`config.mk`:
```
export PLATFORM = sky130hd
export DESIGN_NAME = sorted_min_priority_queue
export DESIGN_NICKNAME = d
export VERILOG_FILES = /design/src/smpq_pkg.sv /design/src/smpq_ram.sv /design/src/smpq_engine.sv /design/src/sorted_min_priority_queue.sv
export SDC_FILE = /design/constraint.sdc
export NUM_CORES = 1
export LEC_CHECK = 0
export BUFFER_PORTS_ARGS = -buffer_cell sky130_fd_sc_hd__buf_4
export CORE_MARGIN = 3
export CORE_UTILIZATION = 45
export CTS_CLUSTER_DIAMETER = 200
export DETAILED_ROUTE_END_ITERATION = 8
export PLACE_DENSITY_LB_ADDON = 0.1
export SYNTH_ARGS = -nofsm -noshare
export SYNTH_HDL_FRONTEND = slang
export SYNTH_SLANG_ARGS = --single-unit
```
`constraint.sdc`:
```
create_clock -name clk -period 4.3 [get_ports clk]
set_input_delay 0.86 -clock clk [delete_from_list [all_inputs] [get_ports clk]]
set_output_delay 0.86 -clock clk [all_outputs]
set_load 0.05 [all_outputs]
```
`src/smpq_pkg.sv`:
```
// ----------------------------------------------------------------------------
// smpq_pkg
// Shared sizes, request codes and the result bundle of the sorted min queue.
// ----------------------------------------------------------------------------
`default_nettype none

package smpq_pkg;

	localparam int DEPTH     = 16;
	localparam int KEY_WIDTH = 32;

	localparam int IDX_W = $clog2(DEPTH);
	localparam int CNT_W = $clog2(DEPTH + 1);

	localparam int KIND_W     = 2;
	localparam int KEY_PORT_W = 32;
	localparam int VALUE_W    = 32;
	localparam int COUNT_W    = 5;

	localparam int S_TDATA_W = ((KEY_PORT_W + 7) / 8) * 8;
	localparam int M_TDATA_W = ((VALUE_W + COUNT_W + 7) / 8) * 8;

	localparam logic [KIND_W-1:0] KIND_INSERT = 2'd0;
	localparam logic [KIND_W-1:0] KIND_REMOVE = 2'd1;
	localparam logic [KIND_W-1:0] KIND_PEEK   = 2'd2;

	typedef struct packed {
		logic                 ok;
		logic [KEY_WIDTH-1:0] value;
		logic [CNT_W-1:0]     count;
	} res_t;

endpackage

`default_nettype wire

```
`src/smpq_ram.sv`:
```
// ----------------------------------------------------------------------------
// smpq_ram
// Simple dual-port synchronous RAM, one write and one registered read port.
// ----------------------------------------------------------------------------
`default_nettype none

module smpq_ram #(
	parameter int WIDTH = 32,
	parameter int DEPTH = 16
) (
	input  wire logic                     clk,
	input  wire logic                     we,
	input  wire logic [$clog2(DEPTH)-1:0] waddr,
	input  wire logic [WIDTH-1:0]         wdata,
	input  wire logic                     re,
	input  wire logic [$clog2(DEPTH)-1:0] raddr,
	output      logic [WIDTH-1:0]         rdata
);

	logic [WIDTH-1:0] mem [DEPTH];

	always_ff @(posedge clk) begin
		if (we) begin
			mem[waddr] <= wdata;
		end
	end

	always_ff @(posedge clk) begin
		if (re) begin
			rdata <= mem[raddr];
		end
	end

endmodule

`default_nettype wire

```
`src/smpq_engine.sv`:
```
// ----------------------------------------------------------------------------
// smpq_engine
// Request sequencer: keeps the keys as a sorted ring in RAM, shifts for insert.
// ----------------------------------------------------------------------------
`default_nettype none

module smpq_engine (
	input  wire logic                               clk,
	input  wire logic                               arst_n,
	input  wire logic                               in_valid,
	output      logic                               in_ready,
	input  wire logic [smpq_pkg::KIND_W-1:0]        in_kind,
	input  wire logic [smpq_pkg::KEY_WIDTH-1:0]     in_key,
	output      logic                               res_valid,
	input  wire logic                               res_ready,
	output      smpq_pkg::res_t                     res,
	output      logic                               ram_we,
	output      logic [smpq_pkg::IDX_W-1:0]         ram_waddr,
	output      logic [smpq_pkg::KEY_WIDTH-1:0]     ram_wdata,
	output      logic                               ram_re,
	output      logic [smpq_pkg::IDX_W-1:0]         ram_raddr,
	input  wire logic [smpq_pkg::KEY_WIDTH-1:0]     ram_rdata
);

	import smpq_pkg::*;

	typedef enum logic [2:0] {
		ST_IDLE,
		ST_HEAD,
		ST_INS,
		ST_LAST,
		ST_RESP
	} state_t;

	state_t               state_q;
	logic [IDX_W-1:0]     head_q;
	logic [CNT_W-1:0]     count_q;
	logic [CNT_W-1:0]     pos_q;
	logic [KEY_WIDTH-1:0] key_q;
	logic [KIND_W-1:0]    kind_q;
	res_t                 res_q;

	// Ring position of a logical slot counted from the head.
	function automatic logic [IDX_W-1:0] phys(input logic [IDX_W-1:0] h,
	                                          input logic [CNT_W-1:0] l);
		logic [CNT_W:0] s;
		s = {{(CNT_W + 1 - IDX_W){1'b0}}, h} + {1'b0, l};
		if (s >= (CNT_W + 1)'(DEPTH)) begin
			s = s - (CNT_W + 1)'(DEPTH);
		end
		return s[IDX_W-1:0];
	endfunction

	assign in_ready  = (state_q == ST_IDLE);
	assign res_valid = (state_q == ST_RESP);
	assign res       = res_q;

	always_comb begin
		ram_we    = 1'b0;
		ram_waddr = '0;
		ram_wdata = '0;
		ram_re    = 1'b0;
		ram_raddr = '0;
		case (state_q)
			ST_IDLE: begin
				if (in_valid) begin
					case (in_kind)
						KIND_INSERT: begin
							if (count_q == '0) begin
								ram_we    = 1'b1;
								ram_waddr = head_q;
								ram_wdata = in_key;
							end else if (count_q != CNT_W'(DEPTH)) begin
								ram_re    = 1'b1;
								ram_raddr = phys(head_q, count_q - CNT_W'(1));
							end
						end
						KIND_REMOVE, KIND_PEEK: begin
							if (count_q != '0) begin
								ram_re    = 1'b1;
								ram_raddr = head_q;
							end
						end
						default: begin
						end
					endcase
				end
			end
			ST_INS: begin
				ram_we    = 1'b1;
				ram_waddr = phys(head_q, pos_q);
				if (key_q < ram_rdata) begin
					ram_wdata = ram_rdata;
					if (pos_q != CNT_W'(1)) begin
						ram_re    = 1'b1;
						ram_raddr = phys(head_q, pos_q - CNT_W'(2));
					end
				end else begin
					ram_wdata = key_q;
				end
			end
			ST_LAST: begin
				ram_we    = 1'b1;
				ram_waddr = head_q;
				ram_wdata = key_q;
			end
			default: begin
			end
		endcase
	end

	always_ff @(posedge clk or negedge arst_n) begin
		if (!arst_n) begin
			state_q <= ST_IDLE;
			head_q  <= '0;
			count_q <= '0;
			pos_q   <= '0;
			key_q   <= '0;
			kind_q  <= KIND_INSERT;
			res_q   <= '0;
		end else begin
			case (state_q)
				ST_IDLE: begin
					if (in_valid) begin
						key_q  <= in_key;
						kind_q <= in_kind;
						case (in_kind)
							KIND_INSERT: begin
								if (count_q == CNT_W'(DEPTH)) begin
									res_q   <= '{ok: 1'b0, value: '0, count: count_q};
									state_q <= ST_RESP;
								end else if (count_q == '0) begin
									count_q <= CNT_W'(1);
									res_q   <= '{ok: 1'b1, value: '0, count: CNT_W'(1)};
									state_q <= ST_RESP;
								end else begin
									pos_q   <= count_q;
									state_q <= ST_INS;
								end
							end
							KIND_REMOVE, KIND_PEEK: begin
								if (count_q == '0) begin
									res_q   <= '{ok: 1'b0, value: '0, count: count_q};
									state_q <= ST_RESP;
								end else begin
									state_q <= ST_HEAD;
								end
							end
							default: begin
								res_q   <= '{ok: 1'b0, value: '0, count: count_q};
								state_q <= ST_RESP;
							end
						endcase
					end
				end
				ST_HEAD: begin
					if (kind_q == KIND_REMOVE) begin
						head_q  <= phys(head_q, CNT_W'(1));
						count_q <= count_q - CNT_W'(1);
						res_q   <= '{ok: 1'b1, value: ram_rdata, count: count_q - CNT_W'(1)};
					end else begin
						res_q   <= '{ok: 1'b1, value: ram_rdata, count: count_q};
					end
					state_q <= ST_RESP;
				end
				ST_INS: begin
					if (key_q < ram_rdata) begin
						if (pos_q == CNT_W'(1)) begin
							state_q <= ST_LAST;
						end else begin
							pos_q <= pos_q - CNT_W'(1);
						end
					end else begin
						count_q <= count_q + CNT_W'(1);
						res_q   <= '{ok: 1'b1, value: '0, count: count_q + CNT_W'(1)};
						state_q <= ST_RESP;
					end
				end
				ST_LAST: begin
					count_q <= count_q + CNT_W'(1);
					res_q   <= '{ok: 1'b1, value: '0, count: count_q + CNT_W'(1)};
					state_q <= ST_RESP;
				end
				ST_RESP: begin
					if (res_ready) begin
						state_q <= ST_IDLE;
					end
				end
				default: begin
					state_q <= ST_IDLE;
				end
			endcase
		end
	end

endmodule

`default_nettype wire

```
`src/sorted_min_priority_queue.sv`:
```
// ----------------------------------------------------------------------------
// sorted_min_priority_queue
// Min priority queue kept as a sorted ring of keys in one synchronous RAM.
// ----------------------------------------------------------------------------
//  Channel  Dir  Fields (lowest bit first)
//  s_*      in   tuser: kind[1:0]; tdata: key[31:0]
//  m_*      out  tuser: ok[0]; tdata: value[31:0], count[36:32], zero fill
//
// One request is handled at a time. A refused or unknown request, or an insert
// into an empty queue, goes straight to its result; a peek or remove first does
// one RAM read of the head; any other insert moves each larger key up a slot.
// Reset clears the count and the head pointer; RAM contents are not cleared.
// A result waits in the output register; the sequencer stalls when it is full.
`default_nettype none

module sorted_min_priority_queue (
	input  wire logic                               clk,
	input  wire logic                               arst_n,
	input  wire logic                               s_tvalid,
	output      logic                               s_tready,
	input  wire logic [smpq_pkg::S_TDATA_W-1:0]     s_tdata,  // key
	input  wire logic [smpq_pkg::KIND_W-1:0]        s_tuser,  // kind
	output      logic                               m_tvalid,
	input  wire logic                               m_tready,
	output      logic [smpq_pkg::M_TDATA_W-1:0]     m_tdata,  // value, count
	output      logic                               m_tuser   // ok
);

	import smpq_pkg::*;

	logic                 res_valid;
	logic                 res_ready;
	res_t                 res;
	logic                 ram_we;
	logic [IDX_W-1:0]     ram_waddr;
	logic [KEY_WIDTH-1:0] ram_wdata;
	logic                 ram_re;
	logic [IDX_W-1:0]     ram_raddr;
	logic [KEY_WIDTH-1:0] ram_rdata;

	logic [KEY_PORT_W+KEY_WIDTH-1:0] key_ext;
	logic [KEY_WIDTH+VALUE_W-1:0]    value_ext;
	logic [CNT_W+COUNT_W-1:0]        count_ext;

	logic               out_valid_q;
	logic               out_ok_q;
	logic [VALUE_W-1:0] out_value_q;
	logic [COUNT_W-1:0] out_count_q;

	assign key_ext   = {{KEY_WIDTH{1'b0}}, s_tdata[KEY_PORT_W-1:0]};
	assign value_ext = {{VALUE_W{1'b0}}, res.value};
	assign count_ext = {{COUNT_W{1'b0}}, res.count};

	assign res_ready = !out_valid_q || m_tready;

	smpq_engine u_engine (
		.clk       (clk),
		.arst_n    (arst_n),
		.in_valid  (s_tvalid),
		.in_ready  (s_tready),
		.in_kind   (s_tuser),
		.in_key    (key_ext[KEY_WIDTH-1:0]),
		.res_valid (res_valid),
		.res_ready (res_ready),
		.res       (res),
		.ram_we    (ram_we),
		.ram_waddr (ram_waddr),
		.ram_wdata (ram_wdata),
		.ram_re    (ram_re),
		.ram_raddr (ram_raddr),
		.ram_rdata (ram_rdata)
	);

	smpq_ram #(
		.WIDTH (KEY_WIDTH),
		.DEPTH (DEPTH)
	) u_ram (
		.clk   (clk),
		.we    (ram_we),
		.waddr (ram_waddr),
		.wdata (ram_wdata),
		.re    (ram_re),
		.raddr (ram_raddr),
		.rdata (ram_rdata)
	);

	always_ff @(posedge clk or negedge arst_n) begin
		if (!arst_n) begin
			out_valid_q <= 1'b0;
			out_ok_q    <= 1'b0;
			out_value_q <= '0;
			out_count_q <= '0;
		end else if (res_ready) begin
			out_valid_q <= res_valid;
			if (res_valid) begin
				out_ok_q    <= res.ok;
				out_value_q <= value_ext[VALUE_W-1:0];
				out_count_q <= count_ext[COUNT_W-1:0];
			end
		end
	end

	assign m_tvalid = out_valid_q;
	assign m_tuser  = out_ok_q;
	assign m_tdata  = {{(M_TDATA_W - VALUE_W - COUNT_W){1'b0}}, out_count_q, out_value_q};

endmodule

`default_nettype wire

```
# Word level (Yosys, flattened, before mapping)
# Memory sizes are Yosys's and may differ from the RTL's. A register that Yosys moved wholly into a read port is not among the register bits.
# Index checks and enable logic that the tools add are counted.
dict set report word_totals {
  wordCells 139
  input_bits 38
  memories 1
  register_bits 128
  mem_bits_rw 512
}
dict set report op_classes {
  eq_ne 24
  muxes 66
  add_sub_neg 12
  n_reduce_logical 18
  order_cmp 5
}
# memory depth word_bits rd rd_clocked_by_memory_dff write_ports line
set memory_table {}
lappend memory_table {u_ram.mem 16 32 1 1 1 smpq_ram.sv:20} ;# logic [WIDTH-1:0] mem [DEPTH];
# op count
set ops {}
lappend ops {{$mux W38} 5}
lappend ops {{$pmux W38 S4} 1}
lappend ops {{$mux W32} 4}
lappend ops {{$pmux W32 S3} 1}
lappend ops {{$pmux W38 S2} 1}
lappend ops {{$mux W5} 13}
lappend ops {{$mux W4} 13}
lappend ops {{$lt A32 B32 Y1} 1}
lappend ops {{$mux W3} 7}
lappend ops {{$pmux W5 S4} 1}
lappend ops {{$add A4 B5 Y6} 3}
lappend ops {{$ge A6 B5 Y1 const B} 3}
lappend ops {{$pmux W4 S2} 2}
lappend ops {{$sub A4 B1 Y4 const B} 4}
lappend ops {{$reduce_and A7 Y1} 2}
lappend ops {{$pmux W3 S4} 1}
lappend ops {{$pmux W4 S3} 1}
lappend ops {{$mux W1} 11}
lappend ops {{$ne A2 B1 Y1 const B} 5}
lappend ops {{$ne A2 B2 Y1 const B} 5}
lappend ops {{$pmux W5 S2} 1}
lappend ops {{$sub A5 B1 Y5 const B} 2}
lappend ops {{$eq A3 B2 Y1 const B} 2}
lappend ops {{$pmux W1 S2} 3}
lappend ops {{28 further kinds} 33}

# Depth between registers and ports, before layout
# Gate-level depths: netlist of the first run.
dict set report depth {
  word_depth 9
  mapped_depth 15
  depth_no_buf 12
}

# Modules after synthesis
# A second synthesis of the first run with hierarchy kept.
dict set report hier_totals {
  hier_cells 1541
  area_unflattened_um2 27580.2
}
# mod cells_per_inst area_each_um2 n_inst
set modules_own_cells {}
lappend modules_own_cells {smpq_ram 838 20155.6 1}
lappend modules_own_cells {smpq_engine 615 5846.9 1}
lappend modules_own_cells {sorted_min_priority_queue 88 1577.8 1}

# Least setup slack after synthesis of the first run
# Ideal clock, no wire load.
dict set report synth_timing {
  path_kind {register to register}
  startpoint {reg u_engine.state_q[0]}
  endpoint {mem u_ram.mem[11][0] (enable)}
  t_arrival_ns 3.863
  stages_incl_launch_ff 12
  synth_period_minus_slack_ns 4.284
  path_slack_ns 0.016
  cell_sequence {dfrtp_1 > or3_1 > inv_1 > and2_1 > clkbuf_1 > and3_1 > clkbuf_1 > a21o_1 > a21oi_1 > o21ai_0 > a32oi_1 > nor2_1}
}
dict set report synth_via {
  elab_cells_between_ends 8
}
# item line
set synth_rtl {}
lappend synth_rtl {{start, declared} smpq_engine.sv:35} ;# state_t state_q;
lappend synth_rtl {{start signal, assigned} smpq_engine.sv:114} ;# state_q <= ST_IDLE;
lappend synth_rtl {{start signal, assigned} smpq_engine.sv:131} ;# state_q <= ST_RESP;
lappend synth_rtl {{start signal, assigned} smpq_engine.sv:135} ;# state_q <= ST_RESP;
lappend synth_rtl {{$logic_not A3 Y1 (*)} -}
lappend synth_rtl {{net s_tready} sorted_min_priority_queue.sv:20} ;# output logic s_tready,
lappend synth_rtl {{$pmux W1 S2} smpq_engine.sv:64} ;# case (state_q)
lappend synth_rtl {{$mux W1} smpq_ram.sv:23} ;# if (we) begin
lappend synth_rtl {{$mux W1 (implied by the code)} smpq_ram.sv:24} ;# mem[waddr] <= wdata;
lappend synth_rtl {{end, declared} smpq_ram.sv:20}
# Mark *: on every way through the listed nets, which the timed path passes. The rest lies on a longest branch.

# Worst setup path in the final report of the first run
dict set report layout_timing {
  startpoint {reg u_ram.rdata[11], read port of u_ram.mem}
  endpoint {reg u_ram.rdata[22], read port of u_ram.mem (data pin)}
}
dict set report layout_via {
  elab_chain_len 3
  elab_cells_between_ends 5
}
# item line
set layout_rtl {}
lappend layout_rtl {{start, declared} smpq_ram.sv:17} ;# output logic [WIDTH-1:0] rdata
lappend layout_rtl {{$lt A32 B32 Y1 (*)} smpq_engine.sv:92} ;# if (key_q < ram_rdata) begin
lappend layout_rtl {{$mux W4 / $mux W1 (equally long branches)} smpq_engine.sv:92}
lappend layout_rtl {{$pmux W4 S2 / $pmux W1 S2 (equally long branches)} smpq_engine.sv:64}
# Every way passes the cells marked *; elsewhere a longest branch is shown, timed or not.
# A chain may end at the register's enable or synchronous reset.

==> results of run 1 <==
## power by group through the flow
stage / clock, uW / combinational (uW) / sequential (uW)
after floorplan: 0 / 3970 / 9640
after detailed placement: 0 / 7410 / 9260
after global placement: 0 / 7310 / 9230
after CTS: 6030 / 7440 / 9130
final: 5900 / 7450 / 9140
after global routing: 6290 / 8050 / 9230
## cell usage in the layout (no fill, tap or decap), types with 38 or more instances in the layout
master | synthesis | routed
buf_12 | 0 | 45
inv_1 | 79 | 79
nand4_1 | 38 | 38
a222oi_1 | 64 | 64
edfxtp_1 | 544 | 544
ha_1 | 49 | 49
nand2_1 | 272 | 272
mux2_2 | 205 | 205
a22oi_1 | 39 | 39
buf_4 | 5 | 152
o21ai_0 | 56 | 56
dfrtp_1 | 128 | 128
clkbuf_16 | 0 | 75
## cells in the mapped netlist, drive strengths merged (6+ instances only)
master / n
a21oi: 32
a221oi: 33
a222oi: 64
a22o: 7
a22oi: 39
a311o: 33
a31oi: 7
and2: 35
buf: 33
clkbuf: 82
dfrtp: 128
edfxtp: 544
ha: 49
inv: 79
mux2: 231
nand2: 272
nand3: 10
nand4: 38
nor2: 44
nor3: 9
o21ai: 61
xnor2: 7
xor2: 6
## critical path: stages (launching register included)
cell and delay (ps):
edfxtp_1 540, inv_1 110, ha_1 310, nand2_1 100
o21ai_0 170, or3b_2 500, a311o_1 430, buf_4 200
a41oi_4 380, nor3_2 120, buf_6 220, a222oi_1 420
nand4_1 340
## state kept, by name, indices dropped and copies added, names as in the netlist
register          count
u_engine.head_q       4
u_engine.state_q      3
u_engine.pos_q        5
out_count_q           5
u_engine.key_q       32
u_ram.rdata          32
u_engine.kind_q       2
m_tvalid              1
u_ram.mem           512
u_engine.count_q      5
out_value_q          32
u_engine.res         38
m_tuser               1
## timing repair
item                       in CTS  in global routing
buffers inserted                0                  2
gates resized for setup         0                  5
setup endpoints to repair       0                 20
## kinds of logic after synthesis
group | Yosys count | share of synthesized area
buf+inv | 194 | 0.0283
mux | 233 | 0.0931
other cells | 1 | 0.000133
xor+xnor | 13 | 0.00404
compound gates | 317 | 0.0877
fa+ha+maj | 52 | 0.0239
flops | 672 | 0.694
simple gates | 433 | 0.0692
## worst paths after layout
path	endpoint	slack (ps)	depth (start not counted)
min in group clk	u_engine.key_q[7]$_DFFE_PN0P_	460	3
max in group asynchronous	u_engine.key_q[21]$_DFFE_PN0P_	2990	2
worst min-delay path	u_engine.res[1]$_DFFE_PN0P_	380	1
worst max-delay path	u_ram.rdata[22]$_DFFE_PP_	70	12
worst min register to register	u_engine.res[7]$_DFFE_PN0P_	480	2
worst max register to register	u_ram.rdata[22]$_DFFE_PP_	70	12
## area by class of cell
type                       instances  area (sq um)  area share
timing repair buffer             199          2060      0.0621
multi-input combinational       1051          8080       0.243
inverter                          79           297     0.00892
clock inverter                    36           274     0.00824
clock buffer                      92          1950      0.0587
tap                              837          1050      0.0315
sequential                       672         19500       0.588
## stage by stage
step | utilization | std cells | hold slack, ps | power, uW
finish | 0.538 | 2966 | 377 | 22500
global route | 0.538 | 2966 | 443 | 23600
CTS | 0.537 | 2964 | 401 | 22600
detailed placement | 0.501 | 2836 | 470 | 16700
global placement | 0.501 | 2836 | 462 | 16500
floorplan | - | 1917 | 446 | 13600
## layer usage
layer / share of wire / vias up / track usage
met1: 0.44 / 8787 / 0.333
met3: 0.071 / 124 / 0.0441
met4: 0.026 / 0 / 0.0710
met5: 0 / - / 0
li1: - / 7683 / -
met2: 0.46 / 677 / 0.374
==> results.ini, run 1 <==
[route]
wl_um=77600
vias=17271
vias_per_cell=5.82
drcViolationCount=0
ant_nets=0
dr.pass1.iters=9
avgRoutedWirePerCell_um=26.2
drt_iter0_drc=1848

[power_and_ir_drop]
power_frac_seq=0.407
p_int_uw=14700
p_sw_uw=7810
p_per_area_mw_per_mm2=677
leakage_uw=0.0125
swShare=0.347
p_clk_frac=0.262
ir_drop_uv=324
pwr-share-comb=0.331

[worst_setup_path]
timing.rr.start=u_ram.rdata[11]$_DFFE_PP_
path_class=register to register
end_kind=register
cp.arrival_ps=4480
crit_start=u_ram.rdata[11]$_DFFE_PP_
path_max_fanout=18
cp-start-kind=register
cp.required_ps=4550

[layout]
synthToLayoutAreaGrowth_pct=18.1
fill_cells=5063
nets=2166
drive_gt1_frac=0.251
antenna_cells=0
finalInstanceArea_sq_mm=0.0332

[yosys]
synthCells=1915
synthArstFlopShare=0.190
synth_seq_cells=672
syn_area_sq_mm=0.0282
synthTopCellsByArea=edfxtp_1 (58%), dfrtp_1 (11%), mux2_2 (8.2%)
yosysSeqAreaShare=0.694
avgSynthCellArea_sq_um=14.7
synth_edf_count=544
synth_top_area_frac=0.580
yosys_warnings=0
yosys.cell_types.count=67
synth_ff_type=edfxtp_1
synth_area_leader_cell=edfxtp_1

[grt]
grt_max_degree=101
grt_pass1_wl_um=115000
grtUsageTotal=0.236
grt_pass1_vias=17369
grt_antenna_before_repair=0
grt_remaining_overflow=0

[timing]
fmax_mhz=237
finalSetupViolations=0
rsz0062_at_grt=yes
slew_headroom=0.335
hold_viol=0
finalSetupTns_ps=0
min_period_ps=4230
worst_slack_ps=73.2
clock_skew_ps=26.1
fin_crit_sh=0.983
maxSlewViolCount=0
worstMarginPinSlew_ps=996

[clocking]
numCtsBuffers=73
h-tree-depth=3
cts.path.max_buffers=3
cts_sinks=672
cts_root_buf=clkbuf_16
path_clk_slew_ps=60
cts_tree=yes
ctsHoldBuffers=0
worstSkewPairLatency_ps=610

[min_path]
hp-class=input pin to async pin

[status]
outcome=finished, final reports clean

[placement]
hpwlAfterDp_um=46800
dp_slack_ps=62.5
dpl_cell_area_sq_mm=0.0310
port_buffers=77
gp_congestion=0.828

[floorplan]
die_area_sq_mm=0.0656
start_util=0.456
core_area_sq_mm=0.0618
die_y_um=256
die_x_um=256
io_pins=81
row_count=91

[job]
cap_violations=0

Power figures use the tool's default switching activity.
==> run 2: changes to the inputs <==
- CAP_MARGIN: unset -> 20
- SYNTH_HIERARCHICAL: unset -> 1
==> run 2 against run 1 <==
  * Maximum frequency grew 1.2%
  * Die area down 2.0%
  * Sequential share of layout area rose by 1.8 points
  * Clock-buffer cell count up 4
  * Sequential power decreased by 4.0%
  * Core utilization is 0.45 points lower
  * Setup slack better by 49 ps
  * Combinational power is 9.3% lower
  * Global-route usage fell by 1.5 points
  * Worst hold slack worse by 69 ps
  * Final area down 3.0%
==> results.ini, run 2 <==
[layout]
multiInputGateArea_sq_mm=0.00766
final_common_cell=edfxtp_1
fill_cells=4832
synthToLayoutAreaGrowth_pct=16.9
regArea_sq_mm=0.0195
nets=1800
max_flop_register=u_ram/mem
largest_register_ffs=512
antenna_cells=0
drive_gt1_frac=0.296
final_cell_mix=edfxtp_1 (544), buf_4 (147), dfrtp_1 (128), mux4_2 (128), nand2_1 (90)

[route]
wl_um=70500
avgRoutedWirePerCell_um=27.7
vias_per_cell=5.85
dr.pass1.iters=4
drcViolationCount=0
vias=14911
drt_iter0_drc=1482
ant_nets=0

[min_path]
hp-class=input pin to async pin

[worst_setup_path]
cp_slowest_stage_delay_ps=520
cp.arrival_ps=4490
slowest_stage=mux4_2
cp-start-kind=register
cp_num_buf_inv=4
crit_chain=inv_1 -> ha_1 -> and2_0 -> a221o_1 -> a22o_1 -> or3_1 -> nor2_2 -> nand2_1 -> buf_4 -> o22ai_4 -> buf_12 -> buf_16 -> mux4_2 -> a22oi_1 -> nand2_2
path_delay_family=compound AO/OA/AOI/OAI gates
end_kind=register
cp.required_ps=4610
path_max_fanout=17
path_class=register to register

[clocking]
cts.path.max_buffers=3
cts_sinks=672
h-tree-depth=3
cts_root_buf=clkbuf_16
numCtsBuffers=71
worstSkewPairLatency_ps=610
cts_tree=yes
path_clk_slew_ps=60

[yosys]
yosysSeqAreaShare=0.708
synth_common_cells=edfxtp_1 (544), dfrtp_1 (128), mux4_2 (128)
synth_area_leader_cell=edfxtp_1
yosys_warnings=6
synth.most_common_cell=edfxtp_1
syn_area_sq_mm=0.0276
synth_top_area_frac=0.592
synth_edf_count=544
synth_ff_type=edfxtp_1
synth_seq_cells=672
yosys.cell_types.count=60
synthArstFlopShare=0.190
synthCells=1541
avgSynthCellArea_sq_um=17.9
synthTopCellsByArea=edfxtp_1 (59%), dfrtp_1 (12%), mux4_2 (10%)

[floorplan]
start_util=0.456
row_count=90
die_x_um=254
die_area_sq_mm=0.0643
die_y_um=254
io_pins=81
core_area_sq_mm=0.0605

[timing]
fmax_mhz=239
fin_crit_sh=0.972
rsz0062_at_grt=yes
finalSetupViolations=0
hold_viol=0
slew_headroom=0.225
maxSlewViolCount=0
clock_skew_ps=23.2
finalSetupTns_ps=0
worstMarginPinSlew_ps=1160
min_period_ps=4180

[power_and_ir_drop]
leakage_uw=0.0118
p_per_area_mw_per_mm2=665
finalPower_uw=21400
ir_drop_uv=306

[job]
cap_violations=0

[placement]
gp_congestion=0.813
hpwlAfterDp_um=41200
port_buffers=77

[grt]
grt_pass1_wl_um=103000
grt_max_degree=87
grt_pass1_vias=15096
grtUsageTotal=0.221
grt_remaining_overflow=0
grt_antenna_before_repair=1

[status]
outcome=finished, final reports clean

-- run 2: layer usage --
layer | global-route usage | share of wire | vias up
met4 | 0.0572 | 0.019 | 2
met2 | 0.358 | 0.49 | 459
met3 | 0.0379 | 0.058 | 89
met1 | 0.313 | 0.44 | 7894
met5 | 0 | 0.00014 | -
li1 | - | - | 6467
-- run 2: worst paths after layout --
check / from / to / slack (ps) / cells after the start
max: u_ram/rdata[19]$_DFFE_PP_ / u_ram/rdata[29]$_DFFE_PP_ / 120 / 15
min: arst_n / out_value_q[25]$_DFFE_PN0P_ / 310 / 1
max reg2reg: u_ram/rdata[19]$_DFFE_PP_ / u_ram/rdata[29]$_DFFE_PP_ / 120 / 15
min reg2reg: u_engine/res[0]$_DFFE_PN0P_ / u_engine/res[0]$_DFFE_PN0P_ / 470 / 1
max in group asynchronous: arst_n / out_value_q[10]$_DFFE_PN0P_ / 3040 / 2
min in group clk: u_engine/res[0]$_DFFE_PN0P_ / u_engine/res[0]$_DFFE_PN0P_ / 470 / 1
-- run 2: through the flow --
stage	instances	area [sq um]	setup WS (ps)	utilization	hold slack, ps
5_1_grt	2549	32200	-8.27	0.533	382
3_5_place_dp	2412	29800	-132	0.493	463
4_1_cts	2545	32200	30.7	0.532	356
6_report	2549	32200	122	0.533	309
2_1_floorplan	1543	27700	82.1	-	446
3_3_place_gp	2412	29800	-100	0.493	462
-- run 2: final cells by class --
cell class,count,share of cell area
Sequential cell,672,0.606
Multi-Input combinational cell,738,0.238
Clock buffer,96,0.0606
Timing Repair Buffer,171,0.0501
Tap cell,782,0.0303
Clock inverter,34,0.00881
Inverter,56,0.00652
-- run 2: power breakdown --
group / switching (uW) / internal, uW / leakage, uW
Sequential: 531 / 8240 / 0.00665
Clock: 2480 / 3440 / 0.00110
Combinational: 4020 / 2740 / 0.00405
Total: 7030 / 14400 / 0.0118
-- run 2: cell families (layout without fill, tap and decap cells) --
kind of cell	after synthesis	count (layout)	share of synthesized area
mux	201	201	0.137
other cells	1	3	0.000136
compound gates	268	268	0.0688
xor+xnor	15	15	0.00476
fa+ha+maj	52	52	0.0244
simple gates	197	199	0.0334
buf+inv	135	357	0.0230
flops	672	672	0.708
-- run 2: what timing repair did --
item | CTS | global route
gates resized for setup | 2 | 6
cloned | 2 | 4
setup buffers | 1 | 0
endpoints found under the setup margin | 6 | 29
pin swaps | 1 | 0
hold buffers | 0 | 0
endpoints found under the hold margin | 0 | 0
==> run 3: changes to the inputs <==
- PLACE_DENSITY_LB_ADDON: 0.1 -> unset
==> run 3 against run 2 <==
  * Worst hold slack better by 27 ps
  * Global-route usage decreased by 0.38 points
  * Via count increased by 0.27%
  * Final area is 0.38% lower
  * Clock skew grew 4.7 ps
  * Routed wire length shrank 1.8%
  * Core utilization shrank 0.20 points
  * Clock-buffer cell count shrank 7
  * Maximum frequency increased by 0.64%
  * Combinational power down 3%
  * Largest power group unchanged
  * Critical endpoint is now u_ram/rdata[4]$_DFFE_PP_
==> results.ini, run 3 (same netlist as run 2, synthesis figures left out) <==
[status]
outcome=finished, final reports clean

[placement]
gp_congestion=0.816
place_inst=2394
port_buffers=77
hpwlAfterDp_um=41800

[timing]
hold_viol=0
fmax_mhz=241
clock_skew_ps=27.9
worstMarginPinSlew_ps=833
fin_crit_sh=0.966
finalSetupTns_ps=0
rsz0062_at_grt=no
finalSetupViolations=0
slew_headroom=0.443
min_period_ps=4150
maxSlewViolCount=0

[route]
drt_iter0_drc=1218
dr.pass1.iters=6
ant_nets=0
vias=14952
vias_per_cell=5.91
wl_um=69300
drcViolationCount=0
avgRoutedWirePerCell_um=27.4

[layout]
final_common_cell=edfxtp_1
largest_register_ffs=512
synthToLayoutAreaGrowth_pct=16.5
nets=1783
antenna_cells=0
post-route-util=0.531
max_flop_register=u_ram/mem
final_cell_mix=edfxtp_1 (544), buf_4 (134), dfrtp_1 (128), mux4_2 (128), nand2_1 (92)
fill_cells=4754
layout.cells.non_filler=2532
drive_gt1_frac=0.291

[worst_setup_path]
reg2regPathDepth=14
slowest_stage=mux4_2
path_max_fanout=37
crit_start=u_ram/rdata[17]$_DFFE_PP_
reg2reg_to=u_ram/rdata[4]$_DFFE_PP_
cp.required_ps=4630
path_class=register to register
cp.arrival_ps=4490
end_kind=register
cp-start-kind=register
critPathCapture=u_ram/rdata[4]$_DFFE_PP_
crit_chain=inv_1 -> ha_1 -> a21o_1 -> a221o_1 -> a22o_1 -> or3_1 -> nor2_2 -> nand2_1 -> o22ai_4 -> buf_12 -> buf_12 -> mux4_2 -> a22oi_1 -> nand2_1
timing.rr.start=u_ram/rdata[17]$_DFFE_PP_
cp_slowest_stage_delay_ps=560
r2r_slack_ps=150

[grt]
grt_remaining_overflow=0
grt_pass1_vias=15360
grt_pass1_wl_um=101000
grt_antenna_before_repair=0
grtUsageTotal=0.217
grt_max_degree=86

[power_and_ir_drop]
leakage_uw=0.0117
ir_drop_uv=403
p_clk_frac=0.286
p_int_uw=14500
swShare=0.325
pwr-share-comb=0.306
p_per_area_mw_per_mm2=668
power_frac_seq=0.408
finalPower_uw=21400
p_sw_uw=6980

[clocking]
worstSkewPairLatency_ps=620
cts_tree=yes
cts_sinks=672
cts.path.max_buffers=3
path_clk_slew_ps=60
numCtsBuffers=71
ctsHoldBuffers=0
cts_root_buf=clkbuf_16
h-tree-depth=3

[floorplan]
die_y_um=254
row_count=90
die_area_sq_mm=0.0643
start_util=0.456
io_pins=81
core_area_sq_mm=0.0605
die_x_um=254

[min_path]
hp-class=input pin to async pin

[job]
cap_violations=0

run 3: changes by cell type in the layout (fill, tap and decap cells not counted), sizes merged:
cell      delta
bufinv       +4
nor2b        -2
buf         -14
clkbuf       -8
clkinvlp     -1
inv          +2
clkinv       +2
run 3: area by class of cell:
| type | count | area (sq um) | area share |
|---|---|---|---|
| tap | 782 | 978 | 0.0305 |
| clock inverter | 41 | 450 | 0.0140 |
| timing repair buffer | 156 | 1430 | 0.0446 |
| sequential | 672 | 19500 | 0.608 |
| clock buffer | 89 | 1880 | 0.0584 |
| inverter | 56 | 210 | 0.00654 |
| multi-input combinational | 736 | 7640 | 0.238 |
run 3: worst max-delay path, delay by kind of cell, from the launching register on:
| kind | cells | cell delay (ps) |
|---|---|---|
| compound gates | 5 | 1220 |
| fa+ha+maj | 1 | 240 |
| buf+inv | 3 | 520 |
| flops | 1 | 380 |
| mux | 1 | 560 |
| simple gates | 4 | 880 |
run 3: power by group through the flow:
| stage | clock network [uW] | registers [uW] | logic (uW) |
|---|---|---|---|
| 3_5_place_dp | 0 | 8880 | 6520 |
| 4_1_cts | 6280 | 8750 | 6540 |
| 5_1_grt | 6510 | 8830 | 7120 |
| 3_3_place_gp | 0 | 8850 | 6420 |
| 2_1_floorplan | 0 | 9040 | 4170 |
| 6_report | 6130 | 8750 | 6570 |
run 3: what timing repair did:
item                       4_1_cts  5_1_grt
resized for setup                1        9
pin swaps                        0        3
gates cloned                     0        1
setup endpoints to repair        1       38
buffers inserted                 0        6
run 3: worst min path at each step:
stage | depth (start not counted) | startpoint | end
floorplan | 1 | u_engine/res[0]$_DFFE_PN0P_ | u_engine/res[0]$_DFFE_PN0P_
global placement | 2 | u_engine/res[5]$_DFFE_PN0P_ | u_engine/res[5]$_DFFE_PN0P_
detailed placement | 1 | u_engine/res[0]$_DFFE_PN0P_ | u_engine/res[0]$_DFFE_PN0P_
CTS | 1 | arst_n | u_engine/count_q[1]$_DFFE_PN0P_
global route | 1 | arst_n | u_engine/count_q[1]$_DFFE_PN0P_
finish | 1 | arst_n | u_engine/count_q[4]$_DFFE_PN0P_
run 3: routing by layer:
layer,vias to the layer above,share of wire,GRT usage
li1,6435,-,-
met1,7876,0.43,0.299
met2,548,0.49,0.354
met5,-,0,0
met4,0,0.020,0.0601
met3,93,0.068,0.0441
run 3: metrics by stage:
stage,area [sq um],hold WS [ps],setup WS (ps)
2_1_floorplan,27700,446,82.1
3_3_place_gp,29700,460,63.7
3_5_place_dp,29700,467,9.31
4_1_cts,32000,337,40.3
5_1_grt,32100,381,6.53
6_report,32100,336,148
